===== src/sv/tridiagonal_line_solver_core_assert.svh =====
// ---------------------------------------------------------------------------
// Tridiagonal line solver assertion macros
// Shared assertion wrappers; they vanish when SYNTH is defined.
// ---------------------------------------------------------------------------
`ifndef TRIDIAGONAL_LINE_SOLVER_CORE_ASSERT_SVH
`define TRIDIAGONAL_LINE_SOLVER_CORE_ASSERT_SVH
`ifndef SYNTH
`define TLS_ASSERT_IMPL(label, clk, rst_n, ante, cons, msg) \
    label: assert property (@(posedge clk) disable iff (!rst_n) (ante) |-> (cons)) \
        else $error(msg);
`define TLS_ASSERT_NEXT(label, clk, rst_n, ante, cons, msg) \
    label: assert property (@(posedge clk) disable iff (!rst_n) (ante) |=> (cons)) \
        else $error(msg);
`else
`define TLS_ASSERT_IMPL(label, clk, rst_n, ante, cons, msg)
`define TLS_ASSERT_NEXT(label, clk, rst_n, ante, cons, msg)
`endif
`endif


===== src/sv/tls_ram.sv =====
// ---------------------------------------------------------------------------
// Generic simple dual-port RAM
// One write port and one registered read port.
// ---------------------------------------------------------------------------
`timescale 1ns / 1ps
module tls_ram #(
    parameter int WIDTH = 32,
    parameter int DEPTH = 64
) (
    input  logic                     aclk,
    input  logic                     we,
    input  logic [$clog2(DEPTH)-1:0] waddr,
    input  logic [WIDTH-1:0]         wdata,
    input  logic [$clog2(DEPTH)-1:0] raddr,
    output logic [WIDTH-1:0]         rdata
);
    logic [WIDTH-1:0] mem [DEPTH];

    always_ff @(posedge aclk) begin
        if (we) begin
            mem[waddr] <= wdata;
        end
        rdata <= mem[raddr];
    end
endmodule


===== config.mk =====
export PLATFORM = sky130hd
export DESIGN_NAME = tls_ram
export DESIGN_NICKNAME = d
export VERILOG_FILES = /design/src/sv/tridiagonal_line_solver_core_assert.svh /design/src/sv/tls_ram.sv
export SDC_FILE = /design/constraint.sdc
export NUM_CORES = 2
export LEC_CHECK = 0
export ABC_AREA = 0
export BUFFER_PORTS_ARGS = -buffer_cell sky130_fd_sc_hd__buf_2
export CAP_MARGIN = 5
export CORE_UTILIZATION = 50
export CTS_CLUSTER_DIAMETER = 30
export CTS_CLUSTER_SIZE = 8
export DETAILED_ROUTE_END_ITERATION = 8
export PLACE_DENSITY = 0.65
export SKIP_LAST_GASP = 1
export SYNTH_ARGS = -nofsm -noshare
export SYNTH_HDL_FRONTEND = slang
export SYNTH_SLANG_ARGS = --single-unit
export TNS_END_PERCENT = 5

===== constraint.sdc =====
create_clock -name aclk -period 7.2 [get_ports aclk]
set_input_delay 0 -clock aclk [delete_from_list [all_inputs] [get_ports aclk]]
set_output_delay 0 -clock aclk [all_outputs]
set_load 0.01 [all_outputs]

==> flow_metrics.env <==
export IMPL_outcome="finished clean"
export IMPL_dieArea_um2=159000
export IMPL_start_util=0.503
export IMPL_tightest_slew_ns=1.28
export IMPL_use_met3=0.0549
export IMPL_min_path_cells=5
export IMPL_setup_tns_ns=0
export IMPL_via_per_inst=6.26
export IMPL_wire_per_inst_um=33.0
export IMPL_synthCells=3324
export IMPL_synth_nets=3370
export IMPL_power_mw=33.3
export IMPL_maxSlewHeadroom=0.148
export IMPL_num_rows=145
export IMPL_cts_resized=0
export IMPL_crit_type="input port to register"
export IMPL_met2_usage=0.413
export IMPL_globalplace_congestion=0.761
export IMPL_maxCapViolCount=0
export IMPL_antenna_found_initial=14
export IMPL_hold_class="input port to register"
export IMPL_rsz0062_at_grt="false"
export IMPL_wl_um=203000
export IMPL_synth_top_area_cell="edfxtp_1"
export IMPL_grt_pass1_vias=39900
export IMPL_multi_input_area_um2=16000
export IMPL_cts_tree="built"
export IMPL_drtAntennaViolNets=0
export IMPL_arrival_ns=3.68
export IMPL_hold_violations=0
export IMPL_post_cts_buffers=0
export IMPL_synth_avg_cell_area_um2=23.6
export IMPL_crit_required_ns=7.98
export IMPL_synth_cell_type_count=34
export IMPL_maxSlewViolCount=0
export IMPL_fin_skew_ns=0.0474
export IMPL_fillers=10500
export IMPL_peakVddDrop_mv=0.275
export IMPL_holdPathEnd="rdata[5]$_DFF_P_"
export IMPL_clock_sinks=2080
export IMPL_core_um2=156000
export IMPL_regArea_um2=62100
export IMPL_met1_usage=0.368
export IMPL_top_usage_layer="met2"
export IMPL_grt_max_degree=100
export IMPL_grt_pass1_wl_um=290000
export IMPL_powerDensity_nw_per_um2=347
export IMPL_hp_start="raddr[1]"
export IMPL_clk_path_buf_depth=4
export IMPL_startpoint_type="input port"
export IMPL_yosysWarnings=0
export IMPL_cp_top_family="buffers and inverters"
export IMPL_io_buffers=77
export IMPL_pre_cts_ws_ns=3.62
export IMPL_yosys_top_cells_area="edfxtp_1 78%, mux4_2 16%, mux2i_1 1.2%"
export IMPL_die_w_um=398
export IMPL_htreeDepth=5
export IMPL_r2r_start="mem[15][6]$_DFFE_PP_"
export IMPL_setup_viol=0
export IMPL_setup_ws_ns=4.30
export IMPL_drt_first_pass_iters=7
export IMPL_drt_iter0_drc=4850
export IMPL_drive_gt1_frac=0.343
export IMPL_min_period_ns=2.90
export IMPL_grt_usage=0.261
export IMPL_synth_seq_area_share=0.791
export IMPL_critPathBufInv=3
export IMPL_cpPeakStageDelay_ns=0.78
export IMPL_crit_path_frequent_cell="nor2_1"
export IMPL_gr_total_overflow=0
export IMPL_critical_path_max_fanout=80
export IMPL_r2r_setup_slack_ns=4.76
export IMPL_max_freq_mhz=345
export IMPL_dpl_cell_area_um2=82000
export IMPL_die_height_um=398
export IMPL_postCtsHoldBufs=39
export IMPL_clk_pin_slew_ns=0.05
export IMPL_ff2ff_path_depth=4
export IMPL_fin_nets=3826
export IMPL_dp_hpwl_um=101000
export IMPL_cp_slowest_cell="nand2b_1"
export IMPL_cts_root_buffer="clkbuf_16"
export IMPL_syn_cell_area_um2=78500
export IMPL_finalInstanceArea_um2=96100
export IMPL_ios=78
export IMPL_cts_made_buffers=418
export IMPL_path_cells="dlygate4sd3_1, buf_8, buf_12, nand2b_1, o22ai_1, nor2_1, a21oi_1, nor2_1"
export IMPL_timing_final_crit_share=0.402
export IMPL_area_delta_synth_final_pct=22.4
export IMPL_clkLatencyLatePin_ns=0.92
export IMPL_synth_top_cell_area_share=0.783
export IMPL_leakage_nw=31.1
export IMPL_synth_seq_cells=2080
export IMPL_vias=38600
export IMPL_endpoint_kind="register"
export IMPL_drc_errors=0
export IMPL_worstReg2RegEnd="rdata[6]$_DFF_P_"
==> cell usage in the layout, fill, tap and decap left out, drive strengths merged, types with 7 or more instances in the layout <==
master,netlist,layout
clkbuf,74,510
mux4,544,544
o22ai,84,84
a311oi,8,8
nor2b,15,15
mux2i,93,93
a22oi,12,12
nand2,26,26
edfxtp,2048,2048
clkinv,0,139
bufinv,0,54
dlygate4sd3,0,39
diode,0,10
buf,108,179
nor3,7,7
nor2,137,137
a21oi,62,62
o221ai,27,27
dfxtp,32,32
nand2b,8,8
clkinvlp,0,28
==> kinds of logic after synthesis <==
group | synth area share
buffers and inverters | 0.0113
flip-flops | 0.791
AO/OA/AOI/OAI | 0.0167
multiplexers | 0.168
AND/OR/NAND/NOR | 0.0127
==> power by group <==
part	switching [mW]	leakage, nW	internal [mW]
Sequential	0.0571	18.7	13.5
Combinational	0.738	5.72	0.446
Clock	5.93	6.64	12.7
Total	6.72	31.1	26.6
==> how the worst max path moves through the flow <==
| stage | startpoint | end | slack (ns) | depth (start not counted) |
|---|---|---|---|---|
| after floorplan | waddr[3] | mem[48][0]$_DFFE_PP_ | 4.04 | 4 |
| after global placement | raddr[0] | rdata[6]$_DFF_P_ | 3.61 | 6 |
| after detailed placement | raddr[0] | rdata[6]$_DFF_P_ | 3.62 | 6 |
| after CTS | raddr[2] | rdata[11]$_DFF_P_ | 4.25 | 8 |
| after global routing | raddr[2] | rdata[28]$_DFF_P_ | 4.22 | 8 |
| final | raddr[2] | rdata[11]$_DFF_P_ | 4.30 | 8 |
==> synthesized netlist by cell type, drive strengths merged <==
library cell	number
or2	3
nand3b	5
nor2	137
nand2b	8
mux2i	93
nand2	26
clkbuf	74
dfxtp	32
and3	4
nand4b	1
a311oi	8
or3	3
buf	108
a31oi	1
a41o	4
or3b	5
nor3	7
edfxtp	2048
o32ai	4
a22oi	12
o22ai	84
a21oi	62
and2	2
o221ai	27
mux4	544
nor2b	15
nand3	5
nand4	2
==> worst min-delay path: cells and delay by family <==
family | cells | cell delay (ns)
compound gates | 1 | 0.07
mux | 2 | 0.50
simple gates | 1 | 0.10
buf+inv | 1 | 0.24
==> routing by layer <==
metal	up-vias	routed length (um)
li1	15400	-
met4	10	4690
met5	-	60
met2	2046	99600
met3	324	18900
met1	20900	80300
==> metrics by stage <==
stage	std cells	hold WS, ns	util
finish	6165	0.0490	0.616
global route	6158	0.0801	0.616
CTS	6155	0.0125	0.616
detailed placement	5379	0.391	0.525
global placement	5378	0.396	0.525
floorplan	3324	0.0989	-
==> state kept, by name (all words and copies together) (netlist names) <==
name and flops:
rdata 32, mem 2048
==> final cells by class <==
| class | instances | area share |
|---|---|---|
| antenna | 10 | 0.000260 |
| clock buffer | 510 | 0.115 |
| clock inverter | 227 | 0.0269 |
| multi-input combinational | 1062 | 0.166 |
| sequential | 2080 | 0.647 |
| tap | 2058 | 0.0268 |
| timing repair buffer | 218 | 0.0176 |
(Power assumes the default switching activity.)
